--- src/swts_pkg.sv ---
// shared types and constants for the switch timestamp tag decoder
// used by swts_decide and switch_timestamp_tag_decode_core; no dependencies
package swts_pkg;

  // time constants
  localparam logic [29:0] NS_PER_S    = 30'd1000000000;
  localparam logic [32:0] ROLLOVER_NS = 33'd4000000000;

  // 2^64 ns split into seconds and nanoseconds, seconds taken modulo 2^32,
  // with the 4 s rollover already removed from the seconds part
  localparam logic [31:0] WRAP_SEC_BASE = 32'd1266874885;
  localparam logic [29:0] WRAP_NS_BASE  = 30'd709551616;

  // frame checks
  localparam logic [15:0] LLDP_TYPE       = 16'h88CC;
  localparam logic [15:0] MIN_FRAME_BYTES = 16'd26;

  // configuration reset values
  localparam logic        RST_STRIP_ENABLE = 1'b1;
  localparam logic [31:0] RST_WINDOW_NS    = 32'd1000000000;
  localparam logic        RST_OUI_ENABLE   = 1'b0;
  localparam logic [23:0] RST_OUI_VALUE    = 24'd0;
  localparam logic [15:0] RST_ETHERTYPE    = 16'd53899;
  localparam logic [15:0] RST_SUBTYPE      = 16'd1;
  localparam logic [15:0] RST_VERSION_TAI  = 16'd16;
  localparam logic [15:0] RST_VERSION_UTC  = 16'd272;

  // result kind
  typedef enum logic [1:0] {
    CLASS_GOOD    = 2'd0,
    CLASS_IGNORED = 2'd1,
    CLASS_BAD     = 2'd2
  } frame_class_t;

  // configuration register indexes
  typedef enum logic [2:0] {
    REG_STRIP_ENABLE = 3'd0,
    REG_WINDOW_NS    = 3'd1,
    REG_OUI_ENABLE   = 3'd2,
    REG_OUI_VALUE    = 3'd3,
    REG_ETHERTYPE    = 3'd4,
    REG_SUBTYPE      = 3'd5,
    REG_VERSION_TAI  = 3'd6,
    REG_VERSION_UTC  = 3'd7
  } cfg_reg_t;

  // one item entering the decision stage
  typedef struct packed {
    frame_class_t cls;
    logic         in_window;  // tag time inside the rollover window
    logic [63:0]  diff;       // tag - nic
    logic [63:0]  diff_roll;  // tag - 4 s - nic
    logic [63:0]  diff_neg;   // nic - tag
    logic [31:0]  tag_sec;
    logic [29:0]  tag_nsec;
    logic [31:0]  nic_sec;
    logic [29:0]  nic_nsec;
  } calc_t;

  // one finished result
  typedef struct packed {
    frame_class_t cls;
    logic [31:0]  sec;
    logic [29:0]  nsec;
    logic         strip;
    logic         fixed;
  } result_t;

endpackage

--- src/swts_decide.sv ---
// rollover decision and time formatting, holds the nic-minus-tag delta
// depends on swts_pkg
module swts_decide (
  input  logic            clk,
  input  logic            rst,
  input  logic            strip_enable,
  input  swts_pkg::calc_t item,
  input  logic            take,     // item moves into the result register
  output swts_pkg::result_t result
);
  import swts_pkg::*;

  logic [63:0] delta;
  logic        delta_valid;

  logic [63:0] dist_keep;
  logic [63:0] dist_roll;
  logic [63:0] mag_keep;
  logic [63:0] mag_roll;
  logic        good;
  logic        fix;
  logic [30:0] wrap_nsum;
  logic        wrap_carry;

  // distances of both candidates from the expected tag time
  assign dist_keep = item.diff + delta;
  assign dist_roll = item.diff_roll + delta;
  assign mag_keep  = dist_keep[63] ? (~dist_keep + 64'd1) : dist_keep;
  assign mag_roll  = dist_roll[63] ? (~dist_roll + 64'd1) : dist_roll;

  assign good = (item.cls == CLASS_GOOD);
  assign fix  = good && item.in_window && delta_valid && (mag_roll < mag_keep);

  // corrected time below 4 s wraps through 2^64 ns
  assign wrap_nsum  = {1'b0, WRAP_NS_BASE} + {1'b0, item.tag_nsec};
  assign wrap_carry = (wrap_nsum >= {1'b0, NS_PER_S});

  // result fields
  always_comb begin
    result.cls   = item.cls;
    result.sec   = item.nic_sec;
    result.nsec  = item.nic_nsec;
    result.strip = 1'b0;
    result.fixed = 1'b0;
    if (good) begin
      result.strip = strip_enable;
      result.fixed = fix;
      if (!fix) begin
        result.sec  = item.tag_sec;
        result.nsec = item.tag_nsec;
      end else if (item.tag_sec >= 32'd4) begin
        result.sec  = item.tag_sec - 32'd4;
        result.nsec = item.tag_nsec;
      end else begin
        result.sec  = WRAP_SEC_BASE + item.tag_sec + {31'd0, wrap_carry};
        result.nsec = wrap_carry ? 30'(wrap_nsum - {1'b0, NS_PER_S}) : wrap_nsum[29:0];
      end
    end
  end

  // delta refresh outside the window
  always_ff @(posedge clk) begin
    if (rst) begin
      delta       <= 64'd0;
      delta_valid <= 1'b0;
    end else if (take && good && !item.in_window) begin
      delta       <= item.diff_neg;
      delta_valid <= 1'b1;
    end
  end

endmodule

--- src/switch_timestamp_tag_decode_core.sv ---
// switch timestamp tag decoder top level: input, product, difference and result stages
// depends on swts_pkg and swts_decide
//
// channel  dir  request when             payload
// s_*      in   s_tvalid && s_tready     s_tdata frame header and nic time, s_tuser crc error
// m_*      out  m_tvalid && m_tready     m_tdata time and flags, m_tuser frame class
// cfg_*    in   cfg_valid && cfg_ready   cfg_index register, cfg_data value
//
// one request per cycle sustained while m_tready is high; a taken request passes through these registers in order
// (input register, multiply stage, difference stage, result register)
// the delta feedback closes within the decision stage, so requests follow back to back
// rst is synchronous: clears stage valids, the delta and loads register defaults
// ready travels back through empty stages, so requests are taken while a result waits
module switch_timestamp_tag_decode_core (
  input  logic         clk,
  input  logic         rst,
  // eth_type[15:0], source_oui[39:16], frame_length[55:40], tag_subtype[71:56],
  // tag_version[87:72], tag_seconds[119:88], tag_nanoseconds[151:120],
  // nic_seconds[183:152], nic_nanoseconds[213:184], zero fill[215:214]
  input  logic [215:0] s_tdata,
  input  logic         s_tuser,   // crc_error
  input  logic         s_tvalid,
  output logic         s_tready,
  // out_seconds[31:0], out_nanoseconds[61:32], strip_tag[62], rollover_fixed[63]
  output logic [63:0]  m_tdata,
  output logic [1:0]   m_tuser,   // frame_class
  output logic         m_tvalid,
  input  logic         m_tready,
  input  logic         cfg_valid,
  output logic         cfg_ready,
  input  logic [2:0]   cfg_index,
  input  logic [31:0]  cfg_data
);
  import swts_pkg::*;

  // configuration registers
  logic        strip_enable;
  logic [31:0] window_ns;
  logic        oui_enable;
  logic [23:0] oui_value;
  logic [15:0] tag_ethertype;
  logic [15:0] subtype_value;
  logic [15:0] version_tai;
  logic [15:0] version_utc;

  // stage a: input register
  logic        a_valid;
  logic [15:0] a_etype;
  logic [23:0] a_oui;
  logic        a_crc;
  logic [15:0] a_flen;
  logic [15:0] a_sub;
  logic [15:0] a_ver;
  logic [31:0] a_tsec;
  logic [31:0] a_tnsec;
  logic [31:0] a_nsec;
  logic [29:0] a_nnsec;

  // stage b: products and class
  logic         b_valid;
  frame_class_t b_cls;
  logic         b_inside;
  logic [61:0]  b_tag_ns;
  logic [61:0]  b_nic_ns;
  logic [31:0]  b_tsec;
  logic [29:0]  b_tnsec;
  logic [31:0]  b_nsec;
  logic [29:0]  b_nnsec;

  // stage c: differences
  logic  c_valid;
  calc_t c_item;

  // result register
  logic    r_valid;
  result_t r_res;
  result_t dec_res;

  logic a_ready;
  logic b_ready;
  logic c_ready;
  logic r_ready;

  frame_class_t a_cls;
  logic         a_ignored;
  logic         a_bad;
  logic [32:0]  a_lower;
  logic [32:0]  a_threshold;

  // stage handshakes
  assign r_ready  = !r_valid || m_tready;
  assign c_ready  = !c_valid || r_ready;
  assign b_ready  = !b_valid || c_ready;
  assign a_ready  = !a_valid || b_ready;
  assign s_tready = a_ready;

  assign cfg_ready = 1'b1;

  // configuration writes
  always_ff @(posedge clk) begin
    if (rst) begin
      strip_enable  <= RST_STRIP_ENABLE;
      window_ns     <= RST_WINDOW_NS;
      oui_enable    <= RST_OUI_ENABLE;
      oui_value     <= RST_OUI_VALUE;
      tag_ethertype <= RST_ETHERTYPE;
      subtype_value <= RST_SUBTYPE;
      version_tai   <= RST_VERSION_TAI;
      version_utc   <= RST_VERSION_UTC;
    end else if (cfg_valid) begin
      case (cfg_reg_t'(cfg_index))
        REG_STRIP_ENABLE: strip_enable  <= cfg_data[0];
        REG_WINDOW_NS:    window_ns     <= cfg_data;
        REG_OUI_ENABLE:   oui_enable    <= cfg_data[0];
        REG_OUI_VALUE:    oui_value     <= cfg_data[23:0];
        REG_ETHERTYPE:    tag_ethertype <= cfg_data[15:0];
        REG_SUBTYPE:      subtype_value <= cfg_data[15:0];
        REG_VERSION_TAI:  version_tai   <= cfg_data[15:0];
        REG_VERSION_UTC:  version_utc   <= cfg_data[15:0];
        default: ;
      endcase
    end
  end

  // stage a capture
  always_ff @(posedge clk) begin
    if (rst) begin
      a_valid <= 1'b0;
    end else if (a_ready) begin
      a_valid <= s_tvalid;
    end
  end

  always_ff @(posedge clk) begin
    if (a_ready && s_tvalid) begin
      a_etype <= s_tdata[15:0];
      a_oui   <= s_tdata[39:16];
      a_crc   <= s_tuser;
      a_flen  <= s_tdata[55:40];
      a_sub   <= s_tdata[71:56];
      a_ver   <= s_tdata[87:72];
      a_tsec  <= s_tdata[119:88];
      a_tnsec <= s_tdata[151:120];
      a_nsec  <= s_tdata[183:152];
      a_nnsec <= s_tdata[213:184];
    end
  end

  // frame checks, ignored frames (lldp or a matching oui) first
  assign a_ignored = (a_etype == LLDP_TYPE) || (oui_enable && (a_oui == oui_value));
  assign a_bad = a_crc || (a_etype != tag_ethertype) || (a_flen < MIN_FRAME_BYTES) ||
                 (a_sub != subtype_value) ||
                 ((a_ver != version_tai) && (a_ver != version_utc)) ||
                 (a_tnsec >= {2'b00, NS_PER_S});

  always_comb begin
    if (a_ignored) begin
      a_cls = CLASS_IGNORED;
    end else if (a_bad) begin
      a_cls = CLASS_BAD;
    end else begin
      a_cls = CLASS_GOOD;
    end
  end

  // position within the 4 s ingress period, window threshold saturates at zero
  assign a_lower     = 33'(a_tsec[1:0]) * 33'(NS_PER_S) + 33'(a_tnsec);
  assign a_threshold = ({1'b0, window_ns} >= ROLLOVER_NS) ? 33'd0
                                                           : ROLLOVER_NS - {1'b0, window_ns};

  // stage b: tag and nic time in nanoseconds
  always_ff @(posedge clk) begin
    if (rst) begin
      b_valid <= 1'b0;
    end else if (b_ready) begin
      b_valid <= a_valid;
    end
  end

  always_ff @(posedge clk) begin
    if (b_ready && a_valid) begin
      b_cls    <= a_cls;
      b_inside <= (a_lower >= a_threshold);
      b_tag_ns <= 62'(a_tsec) * 62'(NS_PER_S) + 62'(a_tnsec);
      b_nic_ns <= 62'(a_nsec) * 62'(NS_PER_S) + 62'(a_nnsec);
      b_tsec   <= a_tsec;
      b_tnsec  <= a_tnsec[29:0];
      b_nsec   <= a_nsec;
      b_nnsec  <= a_nnsec;
    end
  end

  // stage c: differences against the nic time
  always_ff @(posedge clk) begin
    if (rst) begin
      c_valid <= 1'b0;
    end else if (c_ready) begin
      c_valid <= b_valid;
    end
  end

  always_ff @(posedge clk) begin
    if (c_ready && b_valid) begin
      c_item.cls       <= b_cls;
      c_item.in_window <= b_inside;
      c_item.diff      <= 64'(b_tag_ns) - 64'(b_nic_ns);
      c_item.diff_roll <= 64'(b_tag_ns) - (64'(b_nic_ns) + 64'(ROLLOVER_NS));
      c_item.diff_neg  <= 64'(b_nic_ns) - 64'(b_tag_ns);
      c_item.tag_sec   <= b_tsec;
      c_item.tag_nsec  <= b_tnsec;
      c_item.nic_sec   <= b_nsec;
      c_item.nic_nsec  <= b_nnsec;
    end
  end

  // rollover decision and delta state
  swts_decide u_decide (
    .clk          (clk),
    .rst          (rst),
    .strip_enable (strip_enable),
    .item         (c_item),
    .take         (c_valid && r_ready),
    .result       (dec_res)
  );

  // result register
  always_ff @(posedge clk) begin
    if (rst) begin
      r_valid <= 1'b0;
    end else if (r_ready) begin
      r_valid <= c_valid;
    end
  end

  always_ff @(posedge clk) begin
    if (r_ready && c_valid) begin
      r_res <= dec_res;
    end
  end

  assign m_tvalid = r_valid;
  assign m_tuser  = r_res.cls;
  assign m_tdata  = {r_res.fixed, r_res.strip, r_res.nsec, r_res.sec};

endmodule
--- config.mk ---
export PLATFORM = sky130hd
export DESIGN_NAME = switch_timestamp_tag_decode_core
export DESIGN_NICKNAME = d
export VERILOG_FILES = /design/src/swts_pkg.sv /design/src/swts_decide.sv /design/src/switch_timestamp_tag_decode_core.sv
export SDC_FILE = /design/constraint.sdc
export NUM_CORES = 2
export LEC_CHECK = 0
export BUFFER_PORTS_ARGS = -buffer_cell sky130_fd_sc_hd__buf_4
export CORE_MARGIN = 8
export CORE_UTILIZATION = 60
export CTS_CLUSTER_SIZE = 40
export DETAILED_ROUTE_END_ITERATION = 16
export GPL_TIMING_DRIVEN = 0
export PLACE_DENSITY = 0.89
export SYNTH_ARGS = -nofsm -noshare
export SYNTH_HDL_FRONTEND = slang
export SYNTH_SLANG_ARGS = --single-unit
export TNS_END_PERCENT = 30
--- constraint.sdc ---
create_clock -name clk -period 30.6 [get_ports clk]
set_input_delay 0 -clock clk [delete_from_list [all_inputs] [get_ports clk]]
set_output_delay 0 -clock clk [all_outputs]
set_load 0.05 [all_outputs]
# Word-level counts from Yosys, hierarchy flattened
# Index checks and enable logic that the tools add are counted.
# Widths: inputs -> output; s select.
[word_totals]
ff_bits = 1042
inputBits = 257
out_inout_bits = 69
word_cells = 132
[op_classes]
add_sub_neg = 17
n_mul = 3
n_lt_le_gt_ge = 7
n_eq_ne = 13
muxes = 8
bitwise = 2
reduce_logical = 36
[op_table]
columns = ["operator", "count"]
rows = [
  ["$mux 64", 3],
  ["$add 64x1->64 const B", 2],
  ["$add 64x64->64", 2],
  ["$not 64->64", 2],
  ["$sub 62x62->63", 2],
  ["$mux 62", 2],
  ["$mul 32x21->53 const B", 2],
  ["$lt 64x64->1", 1],
  ["$ne 16x16->1", 4],
  ["$sub 62x63->64", 1],
  ["$add 62x32->63 const B", 1],
  ["$add 62x30->62", 1],
  ["$add 62x32->62", 1],
  ["$add 32x32->33", 1],
  ["$ge 33x33->1", 1],
  ["$mux 33", 1],
  ["$sub 32x32->33 const A", 1],
  ["$add 31x32->32 const A", 1],
  ["$add 32x1->32", 1],
  ["$ge 32x3->1 const B", 1],
  ["$ge 32x30->1 const B", 1],
  ["$ge 32x32->1 const B", 1],
  ["$sub 32x3->32 const B", 1],
  ["$add 30x30->31 const A", 1],
  ["other kinds (17)", 51],
]

# Longest topological paths before layout
[depth]
depth_word = 8
ltp_mapped = 34
depth_no_buf = 34

# Modules after synthesis
# A second synthesis with hierarchy kept.
[hier_totals]
hier_cells = 9441
area_unflattened_um2 = 92017.0
[modules_own_cells]
columns = ["mod", "instances", "cells_per_inst", "area_per_inst_um2", "seq_area_each_um2"]
rows = [
  ["switch_timestamp_tag_decode_core", 1, 6699, 73950.9, 27356.2],
  ["swts_decide", 1, 2742, 18066.1, 1301.2],
]

# Least setup slack after synthesis
# OpenSTA, ideal clock, no wires.
[synth_path]
kind = "register -> register"
from = "reg r_valid, in the netlist m_tvalid"
to = "reg c_item[0] (netlist name), enable pin"
setup_time_ns = 1.471
arrival_time_ns = 23.288
required_time_ns = 29.129
setup_slack_ns = 5.840
stages_incl_launch_ff = 3
n_path_buf = 0
synth_period_minus_slack_ns = 24.760
path_cell_list = "dfxtp_1 nor2b_1 a21boi_0"
[synth_between]
elab_chain_len = 4
[synth_rtl]
columns = ["element", "line_no", "rtl"]
rows = [
  ["start: declaration", "switch_timestamp_tag_decode_core.sv:75", "logic r_valid;"],
  ["start signal: assignment", "switch_timestamp_tag_decode_core.sv:231", "r_valid <= c_valid;"],
  ["$logic_not 1->1", "switch_timestamp_tag_decode_core.sv:91", "assign r_ready = !r_valid || m_tready;"],
  ["$logic_or 1x1->1", "switch_timestamp_tag_decode_core.sv:91", ""],
  ["$logic_or 1x1->1", "switch_timestamp_tag_decode_core.sv:92", "assign c_ready = !c_valid || r_ready;"],
  ["$logic_and 1x1->1", "switch_timestamp_tag_decode_core.sv:203", "if (c_ready && b_valid) begin"],
  ["end: declaration", "switch_timestamp_tag_decode_core.sv:72", "calc_t c_item;"],
]
# Every way passes these cells.
# A chain may end at the register's enable or synchronous reset.

==> impl_metrics.tcl <==
set metrics [dict create \
    worstPathRequired_ns 31.07 \
    relSlewSlack_pct -1.09 \
    endpoint_kind "register" \
    rrSetupSlack_ns 19.72 \
    core_region_area_um2 154000 \
    slew_viol_final 11 \
    ys.flop_type "edfxtp_1" \
    insertion_delay_ns 0.80 \
    drc 0 \
    critical_path_class "reg2reg" \
    r2r_start "c_item[197]" \
    yosysSeqAreaShare_pct 30.8 \
    timing.rr.end "m_tdata[53]" \
    min_from "s_tdata[142]" \
    die_h_um 410 \
    grt_util_all_layers_pct 37.2 \
    synth_nets 11500 \
    rows 144 \
    fp.dieW_um 410 \
    finClkSkew_ns 0.117 \
    wl_um 324000 \
    maxUsedRoutingLayer "met5" \
    met3_length_um 33900 \
    hpwl_um 245000 \
    io_buffers 317 \
    synth.most_common_cell "inv_1" \
    cts_buffers 102 \
    synth_top_area_share_pct 26.7 \
    tightestPinTransition_ns 1.52 \
    setup_slack_ns 19.72 \
    wirelength_met1_um 123000 \
    hold_end "a_tnsec[22]" \
    synth_top_area_cell "edfxtp_1" \
    pre_cts_slack_ns 19.69 \
    fin_nets 12400 \
    cts_resized 0 \
    dieArea_um2 168000 \
    grt_pass1_vias 80200 \
    ff2ff_path_depth 27 \
    initial_core_util_pct 60.3 \
    ioPinCount 326 \
    arrival_ns 11.34 \
    hold_viol_final 0 \
    fmax_ghz 0.0920 \
    rsz0062_at_grt "false" \
    maxCapViolations 2 \
    ys_warn_count 0 \
    syn_to_final_growth_pct 14.7 \
    vias 79800 \
    grt_pass1_wl_um 483000 \
    syn_area_um2 93000 \
    violations "capacitance limit, slew limit" \
    postLayoutCoreUtil_pct 69.2 \
    grt_max_degree 52 \
    routedWlPerCell_um 25.7 \
    fill_cells 11000 \
    dr_wl_met2_um 144000 \
    cts_tree "done" \
    hold_depth 2 \
    crit_fanout 10 \
    synth_seq_cells 1017 \
    grt-ovfl-total 0 \
    ys_types 114 \
    setup_viol 0 \
    syn_area_per_cell_um2 9.72 \
    outcome "finished with violations" \
    hold_path.class "in2reg" \
    fin_crit_sh_pct 35.5 \
    path_clk_slew_ns 0.07 \
    synth_edf_count 827 \
    root_buffer "clkbuf_16" \
    synth.area.top_cells "edfxtp_1, fa_1, ha_1, inv_1, xnor2_1" \
    place.gp.congestion 0.989 \
    cp-start-kind "register" \
    cts_htree_levels 3 \
    synth_cells 9562 \
    dr.first_iter.drc_count 9741 \
    ys_top_cells_by_count "inv_1, ha_1, nand2_1, edfxtp_1, a21oi_1" \
    async_reset_ff_share_pct 0 \
    drive_gt1_share_pct 6.17 \
    fin_crit_ns 10.88 \
    firstDrtPassIters 10 \
    ant_nets 0 \
    clock_sinks 1017 \
    viasPerCell 6.32 \
    antenna_found_initial 45 \
    clockBufferDepth 3 \
]
[cell families after synthesis]
group                    after synthesis  share of synthesized area, %
AO/OA/AOI/OAI                       2110                          14.5
XOR/XNOR                             744                          7.02
adder cells (fa/ha/maj)             1704                          28.5
buffers and inverters               1570                          6.40
flip-flops                          1017                          30.8
multiplexers                          28                         0.318
other                                  1                       0.00403
AND/OR/NAND/NOR                     2388                          12.5
[through the flow]
step                cell area, um2  instances  setup TNS, ns  hold slack [ns]
floorplan                    93000       9562              0           0.0989
global placement             97900      11900        -904.09            0.178
detailed placement           98600      12000              0            0.179
CTS                         107000      12600              0          0.00141
global route                107000      12600              0          0.00612
finish                      107000      12600              0           0.0342
[worst max-delay path by stage]
| stage | start | to | slack [ns] | cells after the start |
|---|---|---|---|---|
| after floorplan | m_tvalid | c_item[0] | 5.84 | 2 |
| after global placement | m_tvalid | c_item[309] | -2.95 | 2 |
| after detailed placement | c_item[197] | m_tdata[53] | 19.69 | 27 |
| after CTS | c_item[197] | m_tdata[53] | 19.63 | 27 |
| after global routing | c_item[197] | m_tdata[53] | 19.72 | 27 |
| final | c_item[197] | m_tdata[53] | 19.72 | 27 |
[sequential cells by signal, indices dropped and copies added (netlist names), 15 cells and up]
register,flops
a_flen,15
b_tsec,32
a_ver,16
version_utc,16
a_nnsec,30
a_sub,16
c_item,314
b_nsec,32
window_ns,32
u_decide.delta,63
b_nnsec,21
a_oui,24
b_tnsec,21
m_tdata,64
tag_ethertype,16
a_tnsec,32
a_nsec,32
a_etype,16
version_tai,16
a_tsec,32
subtype_value,16
b_nic_ns,62
oui_value,24
b_tag_ns,62
[placed cells by master (no fill, tap or decap), types with 37 or more instances in the layout]
cell type and count:
xnor2_1 486, o21ai_0 381, o21bai_1 94, o21a_1 90, inv_1 1303, clkbuf_16 104
xor2_1 256, dlygate4sd3_1 443, a211oi_1 66, and2_1 51, o211ai_1 53, nor4_1 82
a31oi_1 75, nand2b_1 74, nand4_1 123, o31ai_1 50, nor3_1 162, nand3b_1 41
buf_4 319, or3_1 60, ha_1 1020, fa_1 684, a21o_1 202, dfxtp_1 190
clkbuf_1 259, diode_2 37, a21oi_1 742, nor2_1 478, and3_1 67, nor2b_1 69
nand3_1 143, edfxtp_1 827, nand2_1 884
[repair_timing]
action,in CTS,in global routing
setup buffers,0,0
hold buffers,443,0
hold endpoints to repair,391,0
[cell type report]
cell class | instances | area [um2] | share of cell area, %
antenna | 37 | 92.6 | 0.0868
inverter | 1306 | 4900 | 4.60
tap | 2044 | 2560 | 2.40
timing repair buffer | 792 | 7490 | 7.02
clock inverter | 55 | 647 | 0.607
sequential | 1017 | 28600 | 26.9
clock buffer | 138 | 2810 | 2.63
multi-input combinational | 6975 | 58400 | 54.8
buffer | 264 | 1050 | 0.981
[critical path, stage by stage, from the launching register on]
cell,delay (ns)
edfxtp_1,0.39
ha_1,0.40
and3_1,0.21
a22o_1,0.25
o41a_1,0.41
a21o_1,0.16
buf_2,0.18
a211oi_1,0.69
nor3_1,0.16
a211o_1,0.38
o2111ai_1,0.23
a32oi_1,0.21
xor2_1,0.28
clkbuf_1,0.70
clkbuf_1,0.75
nor2_1,0.14
xnor2_1,0.18
ha_1,0.30
nand4_1,0.10
nor4_1,0.57
and3_1,0.45
o311a_1,0.44
a311oi_1,0.18
a21oi_2,0.80
clkbuf_1,0.63
clkbuf_1,0.60
o21ai_0,0.20
a31oi_1,0.50
[routing by layer]
layer / global-route usage, % / up-vias
met1: 47.4 / 38200
met5: 0 / -
li1: - / 35000
met4: 21.2 / 8
met3: 8.52 / 1400
met2: 58.6 / 5158
Power is not shown: default switching activity piles up to over one toggle a cycle in this logic, so the estimate is an artifact.
